===== config.mk =====
export PLATFORM = sky130hd
export DESIGN_NAME = comment_stripper_stream_flat
export DESIGN_NICKNAME = d
export VERILOG_FILES = /design/src/hdl/css_pkg.sv /design/src/hdl/css_text_if.sv /design/src/hdl/css_result_if.sv /design/src/hdl/css_ctrl.sv /design/src/hdl/css_datapath.sv /design/src/hdl/comment_stripper_stream.sv /design/src/flat_wrapper.sv
export SDC_FILE = /design/constraint.sdc
export NUM_CORES = 1
export LEC_CHECK = 0
export BUFFER_PORTS_ARGS = -buffer_cell sky130_fd_sc_hd__buf_2
export CAP_MARGIN = 20
export CORE_MARGIN = 2
export CORE_UTILIZATION = 55
export CTS_CLUSTER_SIZE = 24
export DETAILED_ROUTE_END_ITERATION = 8
export PLACE_DENSITY = 0.72
export SLEW_MARGIN = 0
export SYNTH_ARGS = -nofsm -noshare
export SYNTH_HDL_FRONTEND = slang
export SYNTH_SLANG_ARGS = --single-unit

===== constraint.sdc =====
create_clock -name clk -period 8.79 [get_ports clk]
set_input_delay 1.758 -clock clk [delete_from_list [all_inputs] [get_ports clk]]
set_output_delay 1.758 -clock clk [all_outputs]
set_load 0.01 [all_outputs]

===== src/hdl/css_pkg.sv =====
// ----------------------------------------------------------------------------
// css_pkg
// Shared types and constants for the comment stripper stream.
// ----------------------------------------------------------------------------
package css_pkg;

    // input request codes
    localparam logic CMD_TEXT = 1'b0;
    localparam logic CMD_EOL  = 1'b1;

    // result kinds
    localparam logic KIND_BYTE = 1'b0;
    localparam logic KIND_EOL  = 1'b1;

    // characters
    localparam logic [7:0] CH_SLASH = 8'h2F;
    localparam logic [7:0] CH_STAR  = 8'h2A;
    localparam logic [7:0] CH_QUOTE = 8'h22;
    localparam logic [7:0] CH_SPACE = 8'h20;
    localparam logic [7:0] CH_TAB   = 8'h09;

    // line phase
    localparam logic [1:0] PH_LEAD   = 2'd0;
    localparam logic [1:0] PH_NORMAL = 2'd1;
    localparam logic [1:0] PH_AFTER2 = 2'd2;
    localparam logic [1:0] PH_DROP   = 2'd3;

    typedef struct packed {
        logic accept;
        logic emit_lead;
        logic emit_slash;
        logic emit_final;
    } css_cmd_t;

    typedef struct packed {
        logic lead_pend;
        logic slash_pend;
        logic final_pend;
        logic slot_free;
    } css_status_t;

endpackage


===== src/hdl/css_text_if.sv =====
// ----------------------------------------------------------------------------
// css_text_if
// Input channel: one text byte or end-of-line request.
// ----------------------------------------------------------------------------
interface css_text_if;
    logic       valid;
    logic       ready;
    logic       cmd;
    logic [7:0] text_byte;

    modport source (output valid, output cmd, output text_byte, input ready);
    modport sink   (input valid, input cmd, input text_byte, output ready);
endinterface


===== src/hdl/css_result_if.sv =====
// ----------------------------------------------------------------------------
// css_result_if
// Output channel: kept bytes and end-of-line markers.
// ----------------------------------------------------------------------------
interface css_result_if;
    logic       valid;
    logic       ready;
    logic [7:0] out_byte;
    logic       kind;
    logic       continued;
    logic       comment_open;
    logic       lead_overflow;
    logic       last;

    modport source (output valid, output out_byte, output kind, output continued,
                    output comment_open, output lead_overflow, output last,
                    input ready);
    modport sink   (input valid, input out_byte, input kind, input continued,
                    input comment_open, input lead_overflow, input last,
                    output ready);
endinterface


===== src/hdl/css_ctrl.sv =====
// ----------------------------------------------------------------------------
// css_ctrl
// Sequencer: accepts requests and drains the pending results of each one.
// ----------------------------------------------------------------------------
module css_ctrl
(
    input  logic                  clk,
    input  logic                  rst_n,
    input  logic                  in_valid,
    output logic                  in_ready,
    input  css_pkg::css_status_t  status,
    output css_pkg::css_cmd_t     cmd
);

    localparam logic ST_IDLE  = 1'b0;
    localparam logic ST_DRAIN = 1'b1;

    logic state_reg;
    logic state_next;

    always_comb
    begin
        state_next     = state_reg;
        in_ready       = 1'b0;
        cmd            = '0;
        unique case (state_reg)
            ST_IDLE:
            begin
                in_ready = 1'b1;
            end
            ST_DRAIN:
            begin
                if (status.lead_pend)
                begin
                    cmd.emit_lead = status.slot_free;
                end
                else if (status.slash_pend)
                begin
                    cmd.emit_slash = status.slot_free;
                end
                else
                begin
                    in_ready       = !status.final_pend || status.slot_free;
                    cmd.emit_final = status.final_pend && status.slot_free;
                    if (in_ready)
                    begin
                        state_next = ST_IDLE;
                    end
                end
            end
            default:
            begin
                state_next = ST_IDLE;
            end
        endcase
        cmd.accept = in_ready && in_valid;
        if (cmd.accept)
        begin
            state_next = ST_DRAIN;
        end
    end

    always_ff @(posedge clk or negedge rst_n)
    begin
        if (!rst_n)
        begin
            state_reg <= ST_IDLE;
        end
        else
        begin
            state_reg <= state_next;
        end
    end

endmodule


===== src/hdl/css_datapath.sv =====
// ----------------------------------------------------------------------------
// css_datapath
// Parse state, lead blank store, pending result plan and output register.
// ----------------------------------------------------------------------------
module css_datapath
#(
    parameter int MAX_LEAD = 63
)
(
    input  logic                  clk,
    input  logic                  rst_n,
    input  css_pkg::css_cmd_t     cmd,
    output css_pkg::css_status_t  status,
    input  logic                  in_cmd,
    input  logic [7:0]            in_byte,
    input  logic                  out_ready,
    output logic                  out_valid,
    output logic [7:0]            out_byte,
    output logic                  out_kind,
    output logic                  out_continued,
    output logic                  out_comment_open,
    output logic                  out_lead_overflow,
    output logic                  out_last
);

    localparam int CW = $clog2(MAX_LEAD + 1);
    localparam int AW = (MAX_LEAD > 1) ? $clog2(MAX_LEAD) : 1;
    localparam logic [CW-1:0] LEAD_MAX = CW'(MAX_LEAD);

    // parse state
    logic          in_block_reg,    in_block_next;
    logic          star_seen_reg,   star_seen_next;
    logic          in_quote_reg,    in_quote_next;
    logic [1:0]    phase_reg,       phase_next;
    logic          slash_held_reg,  slash_held_next;
    logic          slash_ok_reg,    slash_ok_next;
    logic          prev_blank_reg,  prev_blank_next;
    logic          cont_reg,        cont_next;
    logic [CW-1:0] lead_count_reg,  lead_count_next;
    logic          ovf_reg,         ovf_next;

    // result plan of the last request
    logic [CW-1:0] plan_lead_n_reg, plan_lead_n_next;
    logic          plan_slash_reg,  plan_slash_next;
    logic          plan_final_reg,  plan_final_next;
    logic [7:0]    plan_byte_reg,   plan_byte_next;
    logic          plan_kind_reg,   plan_kind_next;
    logic          plan_cont_reg,   plan_cont_next;
    logic          plan_open_reg,   plan_open_next;
    logic          plan_ovf_reg,    plan_ovf_next;
    logic [CW-1:0] rel_idx_reg;
    logic [CW-1:0] rel_idx_next;

    // lead blank store (1 = tab)
    logic          lead_mem [MAX_LEAD];
    logic          lead_wr;
    logic          rd_data_reg;
    logic [AW-1:0] rd_addr;

    // output register
    logic          out_valid_reg;
    logic [7:0]    out_byte_reg;
    logic          out_kind_reg;
    logic          out_cont_reg;
    logic          out_open_reg;
    logic          out_ovf_reg;
    logic          out_last_reg;

    logic          blank;
    logic          pb;
    logic          go;
    logic          plain;
    logic          lead_last;

    assign blank = (in_byte == css_pkg::CH_SPACE) || (in_byte == css_pkg::CH_TAB);

    always_comb
    begin
        in_block_next    = in_block_reg;
        star_seen_next   = star_seen_reg;
        in_quote_next    = in_quote_reg;
        phase_next       = phase_reg;
        slash_held_next  = slash_held_reg;
        slash_ok_next    = slash_ok_reg;
        cont_next        = cont_reg;
        lead_count_next  = lead_count_reg;
        ovf_next         = ovf_reg;
        pb               = prev_blank_reg;
        go               = 1'b0;
        plain            = 1'b0;
        lead_wr          = 1'b0;
        plan_lead_n_next = '0;
        plan_slash_next  = 1'b0;
        plan_final_next  = 1'b0;
        plan_byte_next   = in_byte;
        plan_kind_next   = css_pkg::KIND_BYTE;
        plan_cont_next   = 1'b0;
        plan_open_next   = 1'b0;
        plan_ovf_next    = 1'b0;

        if (in_cmd == css_pkg::CMD_EOL)
        begin
            if (!in_block_reg)
            begin
                if (phase_reg == css_pkg::PH_LEAD)
                begin
                    plan_lead_n_next = lead_count_reg;
                end
                if (phase_reg == css_pkg::PH_NORMAL && slash_held_reg)
                begin
                    plan_slash_next = 1'b1;
                end
            end
            plan_final_next = 1'b1;
            plan_byte_next  = 8'h00;
            plan_kind_next  = css_pkg::KIND_EOL;
            plan_cont_next  = cont_reg;
            plan_open_next  = in_block_reg;
            plan_ovf_next   = ovf_reg;
            in_quote_next   = 1'b0;
            star_seen_next  = 1'b0;
            slash_held_next = 1'b0;
            slash_ok_next   = 1'b0;
            pb              = 1'b1;
            cont_next       = 1'b0;
            lead_count_next = '0;
            ovf_next        = 1'b0;
            phase_next      = css_pkg::PH_LEAD;
        end
        else if (in_block_reg)
        begin
            if (star_seen_reg && in_byte == css_pkg::CH_SLASH)
            begin
                in_block_next  = 1'b0;
                star_seen_next = 1'b0;
                phase_next     = css_pkg::PH_NORMAL;
            end
            else
            begin
                star_seen_next = (in_byte == css_pkg::CH_STAR);
            end
            pb = blank;
        end
        else if (phase_reg == css_pkg::PH_DROP)
        begin
            go = 1'b0;
        end
        else if (phase_reg == css_pkg::PH_AFTER2)
        begin
            if (in_byte == css_pkg::CH_SLASH)
            begin
                cont_next = 1'b1;
            end
            phase_next = css_pkg::PH_DROP;
        end
        else
        begin
            go = 1'b1;
            if (phase_reg == css_pkg::PH_LEAD)
            begin
                if (blank)
                begin
                    if (lead_count_reg < LEAD_MAX)
                    begin
                        lead_wr         = 1'b1;
                        lead_count_next = lead_count_reg + 1'b1;
                    end
                    else
                    begin
                        ovf_next = 1'b1;
                    end
                    pb = 1'b1;
                    go = 1'b0;
                end
                else if (in_byte == css_pkg::CH_STAR)
                begin
                    lead_count_next = '0;
                    phase_next      = css_pkg::PH_DROP;
                    go              = 1'b0;
                end
                else
                begin
                    plan_lead_n_next = lead_count_reg;
                    lead_count_next  = '0;
                    phase_next       = css_pkg::PH_NORMAL;
                end
            end
            if (go)
            begin
                if (in_quote_reg)
                begin
                    plan_final_next = 1'b1;
                    if (in_byte == css_pkg::CH_QUOTE)
                    begin
                        in_quote_next = 1'b0;
                    end
                    pb = blank;
                end
                else
                begin
                    plain = 1'b1;
                    if (slash_held_reg)
                    begin
                        if (in_byte == css_pkg::CH_STAR)
                        begin
                            slash_held_next = 1'b0;
                            in_block_next   = 1'b1;
                            star_seen_next  = 1'b0;
                            pb              = 1'b0;
                            plain           = 1'b0;
                        end
                        else if (in_byte == css_pkg::CH_SLASH)
                        begin
                            if (slash_ok_reg)
                            begin
                                slash_held_next = 1'b0;
                                phase_next      = css_pkg::PH_AFTER2;
                            end
                            else
                            begin
                                plan_slash_next = 1'b1;
                                slash_ok_next   = 1'b0;
                            end
                            pb    = 1'b0;
                            plain = 1'b0;
                        end
                        else
                        begin
                            plan_slash_next = 1'b1;
                            slash_held_next = 1'b0;
                            pb              = 1'b0;
                        end
                    end
                    if (plain)
                    begin
                        if (in_byte == css_pkg::CH_QUOTE)
                        begin
                            plan_final_next = 1'b1;
                            in_quote_next   = 1'b1;
                        end
                        else if (in_byte == css_pkg::CH_SLASH)
                        begin
                            slash_held_next = 1'b1;
                            slash_ok_next   = pb;
                        end
                        else
                        begin
                            plan_final_next = 1'b1;
                        end
                        pb = blank;
                    end
                end
            end
        end
        prev_blank_next = pb;
    end

    always_ff @(posedge clk or negedge rst_n)
    begin
        if (!rst_n)
        begin
            in_block_reg   <= 1'b0;
            star_seen_reg  <= 1'b0;
            in_quote_reg   <= 1'b0;
            phase_reg      <= css_pkg::PH_LEAD;
            slash_held_reg <= 1'b0;
            slash_ok_reg   <= 1'b0;
            prev_blank_reg <= 1'b1;
            cont_reg       <= 1'b0;
            lead_count_reg <= '0;
            ovf_reg        <= 1'b0;
        end
        else if (cmd.accept)
        begin
            in_block_reg   <= in_block_next;
            star_seen_reg  <= star_seen_next;
            in_quote_reg   <= in_quote_next;
            phase_reg      <= phase_next;
            slash_held_reg <= slash_held_next;
            slash_ok_reg   <= slash_ok_next;
            prev_blank_reg <= prev_blank_next;
            cont_reg       <= cont_next;
            lead_count_reg <= lead_count_next;
            ovf_reg        <= ovf_next;
        end
    end

    // plan control
    always_ff @(posedge clk or negedge rst_n)
    begin
        if (!rst_n)
        begin
            plan_lead_n_reg <= '0;
            plan_slash_reg  <= 1'b0;
            plan_final_reg  <= 1'b0;
            rel_idx_reg     <= '0;
        end
        else
        begin
            rel_idx_reg <= rel_idx_next;
            if (cmd.accept)
            begin
                plan_lead_n_reg <= plan_lead_n_next;
                plan_slash_reg  <= plan_slash_next;
                plan_final_reg  <= plan_final_next;
            end
            else
            begin
                if (cmd.emit_slash)
                begin
                    plan_slash_reg <= 1'b0;
                end
                if (cmd.emit_final)
                begin
                    plan_final_reg <= 1'b0;
                end
            end
        end
    end

    always_ff @(posedge clk)
    begin
        if (cmd.accept)
        begin
            plan_byte_reg <= plan_byte_next;
            plan_kind_reg <= plan_kind_next;
            plan_cont_reg <= plan_cont_next;
            plan_open_reg <= plan_open_next;
            plan_ovf_reg  <= plan_ovf_next;
        end
    end

    always_comb
    begin
        if (cmd.accept)
        begin
            rel_idx_next = '0;
        end
        else if (cmd.emit_lead)
        begin
            rel_idx_next = rel_idx_reg + 1'b1;
        end
        else
        begin
            rel_idx_next = rel_idx_reg;
        end
        rd_addr = (rel_idx_next < LEAD_MAX) ? rel_idx_next[AW-1:0] : '0;
    end

    // lead store: write on a held blank, read one entry ahead of release
    always_ff @(posedge clk)
    begin
        if (cmd.accept && lead_wr)
        begin
            lead_mem[lead_count_reg[AW-1:0]] <= (in_byte == css_pkg::CH_TAB);
        end
        rd_data_reg <= lead_mem[rd_addr];
    end

    assign lead_last = ((rel_idx_reg + 1'b1) == plan_lead_n_reg)
                       && !plan_slash_reg && !plan_final_reg;

    always_ff @(posedge clk or negedge rst_n)
    begin
        if (!rst_n)
        begin
            out_valid_reg <= 1'b0;
        end
        else if (cmd.emit_lead || cmd.emit_slash || cmd.emit_final)
        begin
            out_valid_reg <= 1'b1;
        end
        else if (out_ready)
        begin
            out_valid_reg <= 1'b0;
        end
    end

    always_ff @(posedge clk)
    begin
        if (cmd.emit_lead)
        begin
            out_byte_reg <= rd_data_reg ? css_pkg::CH_TAB : css_pkg::CH_SPACE;
            out_kind_reg <= css_pkg::KIND_BYTE;
            out_cont_reg <= 1'b0;
            out_open_reg <= 1'b0;
            out_ovf_reg  <= 1'b0;
            out_last_reg <= lead_last;
        end
        else if (cmd.emit_slash)
        begin
            out_byte_reg <= css_pkg::CH_SLASH;
            out_kind_reg <= css_pkg::KIND_BYTE;
            out_cont_reg <= 1'b0;
            out_open_reg <= 1'b0;
            out_ovf_reg  <= 1'b0;
            out_last_reg <= !plan_final_reg;
        end
        else if (cmd.emit_final)
        begin
            out_byte_reg <= plan_byte_reg;
            out_kind_reg <= plan_kind_reg;
            out_cont_reg <= plan_cont_reg;
            out_open_reg <= plan_open_reg;
            out_ovf_reg  <= plan_ovf_reg;
            out_last_reg <= 1'b1;
        end
    end

    assign status.lead_pend  = (rel_idx_reg != plan_lead_n_reg);
    assign status.slash_pend = plan_slash_reg;
    assign status.final_pend = plan_final_reg;
    assign status.slot_free  = !out_valid_reg || out_ready;

    assign out_valid         = out_valid_reg;
    assign out_byte          = out_byte_reg;
    assign out_kind          = out_kind_reg;
    assign out_continued     = out_cont_reg;
    assign out_comment_open  = out_open_reg;
    assign out_lead_overflow = out_ovf_reg;
    assign out_last          = out_last_reg;

endmodule


===== src/hdl/comment_stripper_stream.sv =====
// ----------------------------------------------------------------------------
// comment_stripper_stream
// Streams source text through and removes block, line and star-line comments.
// ----------------------------------------------------------------------------
// Usage:
//   text_ch carries one request per beat: cmd = 0 with a text byte, or
//   cmd = 1 to end the current line. result_ch returns kept bytes (kind 0)
//   and one end-of-line marker per line (kind 1) carrying the continued,
//   comment_open and lead_overflow flags; last marks the final result of
//   each request.
//   A taken request is registered in the result plan, from which each result
//   moves on to the output register. A request giving at most one result is
//   taken every cycle while the receiver keeps up. Leading blanks are held in
//   a MAX_LEAD-entry store until the first non-blank byte; they are released
//   one blank per cycle from the store's read port while the receiver keeps
//   up, with text_ch held off. A pending slash is released after them, likewise.
//   When result_ch stalls the output register holds and text_ch stops once
//   the next result has nowhere to go.
//   Reset clears all line and comment state and empties the output register;
//   the blank store needs no clearing.
// ----------------------------------------------------------------------------
module comment_stripper_stream
#(
    parameter int MAX_LEAD = 63
)
(
    input  logic                clk,
    input  logic                rst_n,
    css_text_if.sink            text_ch,
    css_result_if.source        result_ch
);

    css_pkg::css_cmd_t    cmd;
    css_pkg::css_status_t status;

    css_ctrl u_ctrl
    (
        .clk      (clk),
        .rst_n    (rst_n),
        .in_valid (text_ch.valid),
        .in_ready (text_ch.ready),
        .status   (status),
        .cmd      (cmd)
    );

    css_datapath
    #(
        .MAX_LEAD (MAX_LEAD)
    )
    u_datapath
    (
        .clk               (clk),
        .rst_n             (rst_n),
        .cmd               (cmd),
        .status            (status),
        .in_cmd            (text_ch.cmd),
        .in_byte           (text_ch.text_byte),
        .out_ready         (result_ch.ready),
        .out_valid         (result_ch.valid),
        .out_byte          (result_ch.out_byte),
        .out_kind          (result_ch.kind),
        .out_continued     (result_ch.continued),
        .out_comment_open  (result_ch.comment_open),
        .out_lead_overflow (result_ch.lead_overflow),
        .out_last          (result_ch.last)
    );

endmodule


===== src/flat_wrapper.sv =====
// flat-port wrapper written by rule: the top's interface ports become plain ports
module comment_stripper_stream_flat 
#(
    parameter int MAX_LEAD = 63
)
  (clk, rst_n, text_ch_valid, text_ch_cmd, text_ch_text_byte, text_ch_ready, result_ch_valid, result_ch_out_byte, result_ch_kind, result_ch_continued, result_ch_comment_open, result_ch_lead_overflow, result_ch_last, result_ch_ready);
  css_text_if text_ch_i ();
  css_result_if result_ch_i ();
  input  logic clk;
  input  logic rst_n;
  input wire logic [$bits(text_ch_i.valid)-1:0] text_ch_valid;
  input wire logic [$bits(text_ch_i.cmd)-1:0] text_ch_cmd;
  input wire logic [$bits(text_ch_i.text_byte)-1:0] text_ch_text_byte;
  output wire logic [$bits(text_ch_i.ready)-1:0] text_ch_ready;
  output wire logic [$bits(result_ch_i.valid)-1:0] result_ch_valid;
  output wire logic [$bits(result_ch_i.out_byte)-1:0] result_ch_out_byte;
  output wire logic [$bits(result_ch_i.kind)-1:0] result_ch_kind;
  output wire logic [$bits(result_ch_i.continued)-1:0] result_ch_continued;
  output wire logic [$bits(result_ch_i.comment_open)-1:0] result_ch_comment_open;
  output wire logic [$bits(result_ch_i.lead_overflow)-1:0] result_ch_lead_overflow;
  output wire logic [$bits(result_ch_i.last)-1:0] result_ch_last;
  input wire logic [$bits(result_ch_i.ready)-1:0] result_ch_ready;
  assign text_ch_i.valid = text_ch_valid;
  assign text_ch_i.cmd = text_ch_cmd;
  assign text_ch_i.text_byte = text_ch_text_byte;
  assign text_ch_ready = text_ch_i.ready;
  assign result_ch_valid = result_ch_i.valid;
  assign result_ch_out_byte = result_ch_i.out_byte;
  assign result_ch_kind = result_ch_i.kind;
  assign result_ch_continued = result_ch_i.continued;
  assign result_ch_comment_open = result_ch_i.comment_open;
  assign result_ch_lead_overflow = result_ch_i.lead_overflow;
  assign result_ch_last = result_ch_i.last;
  assign result_ch_i.ready = result_ch_ready;
  comment_stripper_stream #(.MAX_LEAD(MAX_LEAD)) u_core (.clk(clk), .rst_n(rst_n), .text_ch(text_ch_i), .result_ch(result_ch_i));
endmodule

Word level (Yosys, flattened, before mapping)
Memories as Yosys holds them, arrays and structs flattened. A register that Yosys moved wholly into a read port is not among the register bits.
Cells that the tools add are included.
{"block": "totals", "wordCells": 270, "regBits": 57, "out_inout_bits": 15, "memories": 1, "mem_bits_rw": 63}
{"memory": "u_core.u_datapath.lead_mem", "depth": 63, "width": 1, "rd": 1, "rd_clocked_by_memory_dff": 1, "wr": 1, "line": "css_datapath.sv:55", "text": "logic lead_mem [MAX_LEAD];"}
{"block": "op_classes", "n_reduce_logical": 38, "bitwise_logic": 2, "n_lt_le_gt_ge": 2, "addsub": 2, "n_mux": 178, "eq_ne": 20}
{"op": "1-bit 2-to-1 mux", "count": 138}
{"op": "6-bit 2-to-1 mux", "count": 20}
{"op": "8-bit by 6-bit == test with 1-bit output, second input constant", "count": 4}
{"op": "2-bit 2-to-1 mux", "count": 15}
{"op": "8-bit 2-to-1 mux", "count": 3}
{"op": "2-bit nonzero test", "count": 8}
{"op": "7-bit AND reduction", "count": 2}
{"op": "6-bit by 1-bit adder with 6-bit output, second input constant", "count": 2}
{"op": "6-bit < comparator, second input constant", "count": 2}
{"op": "6-bit AND reduction", "count": 2}
{"op": "3-bit nonzero test", "count": 4}
{"op": "2-bit inequality test, second input constant", "count": 5}
{"op": "5-bit AND reduction", "count": 2}
{"op": "3-bit inequality test, second input constant", "count": 3}
{"op": "8-bit by 4-bit == test with 1-bit output, second input constant", "count": 1}
{"op": "1-bit logical AND", "count": 7}
{"op": "6-bit == test", "count": 1}
{"op": "3-bit by 2-bit inequality test with 1-bit output, second input constant", "count": 2}
{"op": "6-bit inequality test", "count": 1}
{"op": "3-bit AND reduction", "count": 2}
{"op": "1-bit logical OR", "count": 5}
{"op": "2-bit == test, second input constant", "count": 2}
{"op": "1-bit zero test", "count": 3}
{"op": "3-bit 2-to-1 mux", "count": 1}
{"op": "other kinds (6)", "count": 7}

Longest topological paths before layout
Gate-level depths: netlist of run 1.
{"block": "depth", "word_depth": 21, "depth_mapped": 13, "mapped_depth_nobuf": 11}

Hierarchy
A second synthesis of run 1 with hierarchy kept.
{"block": "hier_totals", "hier_cells": 584, "area_unflattened_um2": 6093.3}
{"mod": "css_datapath", "cells_per_inst": 575, "instances": 1, "area_each_um2": 6010.8, "seq_area_each_um2": 3399.5}
{"mod": "css_ctrl", "cells_per_inst": 9, "instances": 1, "area_each_um2": 82.6, "seq_area_each_um2": 25.0}

Worst setup path before layout of run 1
No wires, ideal clock.
{"block": "synth_timing", "kind": "input to register", "start": "input port text_ch_text_byte[4]", "end": "memory u_core.u_datapath.lead_mem[0], data pin", "arrival_ns": 5.550, "required_time_ns": 7.922, "path_stages": 2, "n_path_buf": 0, "setup_slack_ns": 2.372, "cell_sequence": "or3_1 > nor4_1"}
{"block": "synth_between", "elab_chain_cells": 1}
{"element": "start: declaration", "line": "flat_wrapper.sv:13", "text": "input wire logic [$bits(text_ch_i.text_byte)-1:0] text_ch_text_byte;"}
{"element": "8-bit by 4-bit == test with 1-bit output", "line": "css_datapath.sv:355", "text": "lead_mem[lead_count_reg[AW-1:0]] <= (in_byte == css_pkg::CH_TAB);"}
{"element": "end: declaration", "line": "css_datapath.sv:55"}
Every way passes these cells.

Worst setup path after layout of run 1
{"block": "layout_timing", "start": "input port result_ch_ready", "end": "register u_core.u_datapath.rd_data_reg (read register of u_core.u_datapath.lead_mem)"}
{"block": "layout_between", "elab_chain_cells": 9, "elab_cells_between_ends": 12, "cone_classes": "1 x order compare; 8 x mux; 3 x reduce/logical"}
{"element": "start: declaration", "line": "flat_wrapper.sv:22", "text": "input wire logic [$bits(result_ch_i.ready)-1:0] result_ch_ready;"}
{"element": "1-bit logical OR *", "line": "css_datapath.sv:413", "text": "assign status.slot_free = !out_valid_reg || out_ready;"}
{"element": "1-bit logical OR", "line": "css_ctrl.sv:43", "text": "in_ready = !status.final_pend || status.slot_free;"}
{"element": "1-bit 2-to-1 mux", "line": "css_ctrl.sv:37", "text": "else if (status.slash_pend)"}
{"element": "1-bit 2-to-1 mux", "line": "css_ctrl.sv:33", "text": "if (status.lead_pend)"}
{"element": "1-bit one-hot mux with 2 select lines", "line": "css_ctrl.sv:26", "text": "unique case (state_reg)"}
{"element": "1-bit logical AND", "line": "css_ctrl.sv:56", "text": "cmd.accept = in_ready && in_valid;"}
{"element": "6-bit 2-to-1 mux *", "line": "css_datapath.sv:335", "text": "if (cmd.accept)"}
{"element": "6-bit < comparator", "line": "css_datapath.sv:347", "text": "rd_addr = (rel_idx_next < LEAD_MAX) ? rel_idx_next[AW-1:0] : '0;"}
{"element": "6-bit 2-to-1 mux *", "line": "css_datapath.sv:347"}
{"element": "end: declaration", "line": "css_datapath.sv:57", "text": "logic rd_data_reg;"}
Every way passes the cells marked *; elsewhere a longest branch is shown, timed or not.
A chain may end at the register's enable or synchronous reset.

==> results of run 1 <==
synthesized netlist by cell type (6+ instances only):
master,number
clkbuf_1,20
mux2i_1,10
o31ai_1,11
o2111ai_1,7
and2_1,7
inv_1,15
nand2_1,48
a22o_1,12
a2111oi_0,6
a31oi_1,10
o21ai_0,32
nor2b_1,23
o21a_1,6
xor2_1,6
edfxtp_1,84
nand2b_1,6
nand3_1,24
nor2_1,102
buf_2,7
nor3_1,12
dfrtp_1,31
a21oi_1,20
and3_1,7
stage by stage:
| step | power (W) | utilization | hold WS, ns |
|---|---|---|---|
| 3_3_place_gp | 0.00162 | 0.581 | 0.439 |
| 5_1_grt | 0.00243 | 0.629 | 0.486 |
| 4_1_cts | 0.00230 | 0.629 | 0.460 |
| 2_1_floorplan | 0.00143 | - | 0.436 |
| 6_report | 0.00231 | 0.629 | 0.457 |
| 3_5_place_dp | 0.00164 | 0.581 | 0.448 |
how the worst min path moves through the flow:
stage	from	end	slack, ns	depth (start not counted)
after floorplan	u_core.u_datapath.plan_open_reg$_SDFFCE_PN0P_	u_core.u_datapath.out_comment_open$_SDFFE_PP0P_	0.44	1
after global placement	u_core.u_datapath.plan_kind_reg$_DFFE_PP_	u_core.u_datapath.out_kind$_SDFFE_PP0P_	0.44	1
after detailed placement	u_core.u_datapath.plan_kind_reg$_DFFE_PP_	u_core.u_datapath.out_kind$_SDFFE_PP0P_	0.45	1
after CTS	u_core.u_datapath.plan_kind_reg$_DFFE_PP_	u_core.u_datapath.out_kind$_SDFFE_PP0P_	0.46	1
after global routing	u_core.u_datapath.plan_ovf_reg$_SDFFCE_PN0P_	u_core.u_datapath.out_lead_overflow$_SDFFE_PP0P_	0.49	1
final	u_core.u_datapath.plan_kind_reg$_DFFE_PP_	u_core.u_datapath.out_kind$_SDFFE_PP0P_	0.46	1
critical path, stage by stage:
cell	delay, ns
buf_2	0.10
nand2b_1	0.23
o2111ai_1	0.24
o21a_1	0.67
o21ai_2	0.38
inv_2	0.32
nand2b_1	0.26
a2111oi_2	0.46
a2111oi_2	0.09
a311oi_1	0.24
nand4_1	0.14
cells in the final DEF, fill, tap and decap left out, types with 5 or more instances in the layout:
master	count
mux2i_1	10
a2111oi_0	6
inv_1	15
o31ai_1	11
dfxtp_1	5
a22o_1	12
nand3_1	24
and3_1	7
nor3b_1	5
clkbuf_16	17
nor2_1	102
a21oi_1	20
xnor2_1	5
and2_1	7
nand2b_1	6
xor2_1	6
o21ai_0	32
a31oi_1	10
nand2_1	48
nor3_1	12
edfxtp_1	84
buf_2	27
dfrtp_1	31
o2111ai_1	7
o21a_1	6
or3_1	5
nor2b_1	23
where the power goes:
group          switching [W]  total, W  internal, W
clock               0.000239  0.000649     0.000410
sequential         0.0000759  0.000781     0.000705
combinational       0.000584  0.000880     0.000296
kinds of logic after synthesis:
logic type                 Yosys count  share of synthesized area
AOI/OAI and AO/OA                  156                      0.179
xor gates and xnor gates            14                     0.0225
adders and majority gates            2                    0.00388
buffers and inverters               53                     0.0357
DFF                                121                      0.531
muxes                               15                     0.0260
and+or+nand+nor                    266                      0.202
metal layers:
layer	vias to the layer above	routed length, um	track usage
li1	2368	-	-
met1	2506	7100	0.379
met2	291	7180	0.391
met3	40	1280	0.0535
met4	0	431	0.0984
met5	-	0	0
cell type report:
cell class              instances  area (um^2)
clock buffers                  21          440
clock inverters                11          105
fillers                       900         4240
inverters                      19         71.3
multi-input cells             453         2810
flip-flops and latches        121         3420
well taps                     143          179
repair buffers                 30          158
==> impl_metrics.yaml, run 1 <==
sta:
  rsz0062_at_grt: "false"
  finalSetupTns_ns: 0
  setup_viol: 0
  finalCriticalPeriod_ns: 4.64
  fin_skew_ns: 0.00887
  slew_headroom: 0.390
  finalCritPeriodShare: 0.528
  slew_violations: 0
  fin_ws_ns: 4.15
  tightestPinTransition_ns: 0.903
  report.final.hold_viol_count: 0
  fmax_ghz: 0.215
routing:
  viasPerCell: 6.52
  wire_per_inst_um: 20.0
  totalWireLength_um: 16000
  dr.pass1.iters: 5
  drc_errors: 0
  drt_iter0_drc: 732
  via_count: 5205
  ant_nets: 0
logic_synthesis:
  yosysTopAreaCell: "edfxtp_1"
  ys_seq_area_frac: 0.531
  yosys_most_used_dff: "edfxtp_1"
  ys_async_sr_fraction: 0.264
  synth.distinct_cells: 81
  synth_fp_nets: 642
  synth-edff-count: 84
  synth_cells: 627
  synth_top_area_share: 0.391
  synth_seq_cells: 121
  ys_top_cells_by_area: "edfxtp_1, dfrtp_1, nor2_1"
  synth_area_um2: 6450
  yosys_warnings: 0
  postSynthAreaPerCell_um2: 10.3
critical_path:
  path_class: "in -> reg"
  regToRegSetupSlack_ns: 4.96
  r2r_start: "u_core.u_datapath.rel_idx_reg[0]$_DFF_PN0_"
  start_kind: "input pin"
  timing.critical_path.from: "result_ch_ready"
  critPathRequiredTime_ns: 9.06
  end_kind: "flop"
  r2r-end: "u_core.u_datapath.rd_data_reg$_DFF_P_"
  cp-endpoint: "u_core.u_datapath.rd_data_reg$_DFF_P_"
  r2r_cells: 10
  crit_arrival_ns: 4.91
  cp_max_fo: 21
clock_tree:
  post_cts_buffers: 0
  cts_buffers: 17
  cts_tree: "yes"
  cts_root_buf: "clkbuf_16"
  clockBufferDepth: 2
  clk_latency_ns: 0.42
  htreeDepth: 4
  cts_hold_buf: 0
  post_cts_resized: 0
  cts_sinks: 121
  clkTransAtPathRegs_ns: 0.05
die:
  die_h_um: 112
  initial_utilization: 0.565
  coreArea_um2: 11400
  fp-row-count: 39
  io_pins: 28
  die_w_um: 112
  dieArea_um2: 12600
run_status:
  status: "completed"
global_routing:
  grt_pass1_wl_um: 25900
  overflow: 0
  antenna_found_initial: 0
  grt_pass1_vias: 4862
  grt_start_max_net_pins: 64
  grt_usage: 0.261
final_layout:
  final_cells: 798
  drive_gt1_frac: 0.127
  nets: 657
  antenna_cells: 0
  syn_to_final_growth_pct: 11.3
  largest_reg_flops: 63
  final_area_um2: 7180
placement:
  dpl_cell_area_um2: 6640
  globalplace.congestion: 1.01
  post-place-ws_ns: 3.81
  hpwl_um: 11000
  numPlacedInstances: 766
  io_buffers: 27
job:
  cap_violations: 0
power_and_ir_drop:
  p_leak_nw: 2.49
  peakVddDrop_mv: 0.202
  powerDensity_nw_per_um2: 322
worst_hold_path:
  hold_class: "reg -> reg"
(Power assumes the default switching activity.)
==> inputs of run 2 (changes only) <==
PLACE_DENSITY = 0.75   (was 0.72)
clock period = 4.1 ns   (was 8.79 ns; I/O delays follow)
==> run 2 against run 1 <==
  * Clock power is 130% higher
  * Global-route usage is 0.82 points higher
  * Die area stayed put
  * Largest cell class unchanged
  * Non-clock buffer count is 5 higher
  * Sequential share of layout area is 0.58 points lower
  * Highest routed layer unchanged
  * Final area is 1.2% higher
  * Critical path depth is 1 lower
  * Register-to-register slack worse by 4.5 ns
  * Worst setup slack worse by 3.7 ns
  * Via count is 1.2% higher
  * Flip-flop and latch count stayed put
  * Clock-buffer cell count is 2 lower
  * Critical path type is now reg -> reg
==> impl_metrics.yaml, run 2 (synthesis results as in run 1) <==
power_and_ir_drop:
  clkPwrFrac: 0.288
  pwr-share-seq: 0.323
  p_sw_frac: 0.391
  p_sw_w: 0.00201
  p_int_w: 0.00314
  power_w: 0.00515
  p_leak_nw: 2.54
  powerDensity_nw_per_um2: 709
  peakVddDrop_mv: 0.442
  power_frac_comb: 0.389
worst_hold_path:
  min-delay-start: "u_core.u_datapath.plan_ovf_reg$_SDFFCE_PN0P_"
  hold_class: "reg -> reg"
  worstHoldEndpoint: "u_core.u_datapath.out_lead_overflow$_SDFFE_PP0P_"
  hold_depth: 1
sta:
  finalSetupTns_ns: 0
  fin_skew_ns: 0.0102
  tightestPinTransition_ns: 0.902
  rsz0062_at_grt: "false"
  whs_ns: 0.449
  slew_headroom: 0.390
  finalCritPeriodShare: 0.896
  fmax_ghz: 0.272
  report.final.hold_viol_count: 0
  setup_viol: 0
  finalCriticalPeriod_ns: 3.67
  fin_ws_ns: 0.428
  slew_violations: 0
routing:
  drc_errors: 0
  ant_nets: 0
  via_count: 5268
  wire_per_inst_um: 20.6
  drt_iter0_drc: 596
  viasPerCell: 6.56
  wl_met2_um: 7740
  wl_met1_um: 6890
  wl_met3_um: 1560
  top_layer_used: "met4"
  totalWireLength_um: 16600
  dr.pass1.iters: 5
placement:
  globalplace.congestion: 0.989
  dpl_cell_area_um2: 6680
  hpwl_um: 11200
  io_buffers: 27
  post-place-ws_ns: 0.494
die:
  dieArea_um2: 12600
  coreArea_um2: 11400
  initial_utilization: 0.565
  io_pins: 28
  die_h_um: 112
  fp-row-count: 39
  die_w_um: 112
final_layout:
  seqCellArea_um2: 3420
  drive_gt1_frac: 0.142
  multiInputGateArea_um2: 2810
  final_cell_mix: "nor2_1, edfxtp_1, nand2_1"
  largest_reg_flops: 63
  antenna_cells: 0
  fill_cells: 924
  nets: 662
  final_common_cell: "nor2_1"
  final_area_um2: 7270
  syn_to_final_growth_pct: 12.7
job:
  cap_violations: 0
clock_tree:
  cts_hold_buf: 0
  post_cts_resized: 0
  clockBufferDepth: 2
  cts_tree: "yes"
  htreeDepth: 4
  cts_sinks: 121
  cts_root_buf: "clkbuf_16"
  clk_latency_ns: 0.41
  clkTransAtPathRegs_ns: 0.06
  post_cts_buffers: 0
  cts_buffers: 17
critical_path:
  start_kind: "flop"
  critPathRequiredTime_ns: 4.37
  cp_max_fo: 14
  r2r_cells: 10
  r2r_start: "u_core.u_datapath.rel_idx_reg[3]$_DFF_PN0_"
  crit_arrival_ns: 3.94
  r2r-end: "u_core.u_datapath.rd_data_reg$_DFF_P_"
  end_kind: "flop"
  path_class: "reg -> reg"
  regToRegSetupSlack_ns: 0.43
global_routing:
  antenna_found_initial: 0
  grt_pass1_wl_um: 26700
  overflow: 0
  grt_start_max_net_pins: 64
  grt_usage: 0.269
  grt_pass1_vias: 5067
run_status:
  status: "completed"
-- run 2: cell count changes in the layout (fill, tap and decap cells not counted), sizes merged --
| cell | change |
|---|---|
| buf | +5 |
| clkbuf | -2 |
| bufinv | +1 |
| clkinvlp | +1 |
-- run 2: worst max-delay path by stage --
stage	to	slack, ns	from
final	u_core.u_datapath.rd_data_reg$_DFF_P_	0.43	u_core.u_datapath.rel_idx_reg[3]$_DFF_PN0_
after global routing	u_core.u_datapath.rd_data_reg$_DFF_P_	0.13	u_core.u_datapath.rel_idx_reg[1]$_DFF_PN0_
after CTS	u_core.u_datapath.rd_data_reg$_DFF_P_	0.56	u_core.u_datapath.rel_idx_reg[3]$_DFF_PN0_
after detailed placement	u_core.u_datapath.rd_data_reg$_DFF_P_	0.49	result_ch_ready
after global placement	u_core.u_datapath.rd_data_reg$_DFF_P_	0.50	result_ch_ready
after floorplan	u_core.u_datapath.lead_mem[0]$_DFFE_PP_	0.28	text_ch_text_byte[4]
-- run 2: per-stage QoR --
step / utilization / cells
6_report: 0.637 / 803
5_1_grt: 0.637 / 803
4_1_cts: 0.637 / 803
3_5_place_dp: 0.585 / 771
3_3_place_gp: 0.585 / 771
2_1_floorplan: - / 627
-- run 2: critical path: stages (launching register included) --
cell and delay [ns]:
dfrtp_1 0.56, xnor2_1 0.45, nand2_2 0.21, o31ai_1 0.54
o21ai_2 0.31, inv_2 0.29, nand2b_1 0.24, a2111oi_2 0.46
a2111oi_2 0.10, a311oi_1 0.24, nand4_1 0.12
-- run 2: per-layer routing --
layer / up-vias / GRT usage
met3: 36 / 0.0616
met5: - / 0
met4: 0 / 0.100
met1: 2579 / 0.376
li1: 2371 / -
met2: 282 / 0.415
-- run 2: cell type report --
class | instances | share of cell area
clock buffer | 19 | 0.0595
clock inverter | 13 | 0.0213
inverter | 19 | 0.00981
multi-input combinational | 453 | 0.387
sequential | 121 | 0.471
tap | 143 | 0.0246
timing repair buffer | 35 | 0.0268
-- run 2: power groups by stage --
stage               logic, W  registers [W]  clock network, W
global placement     0.00188        0.00167                 0
floorplan            0.00143        0.00164                 0
finish               0.00200        0.00167           0.00148
detailed placement   0.00193        0.00168                 0
CTS                  0.00194        0.00166           0.00148
global route         0.00214        0.00168           0.00154
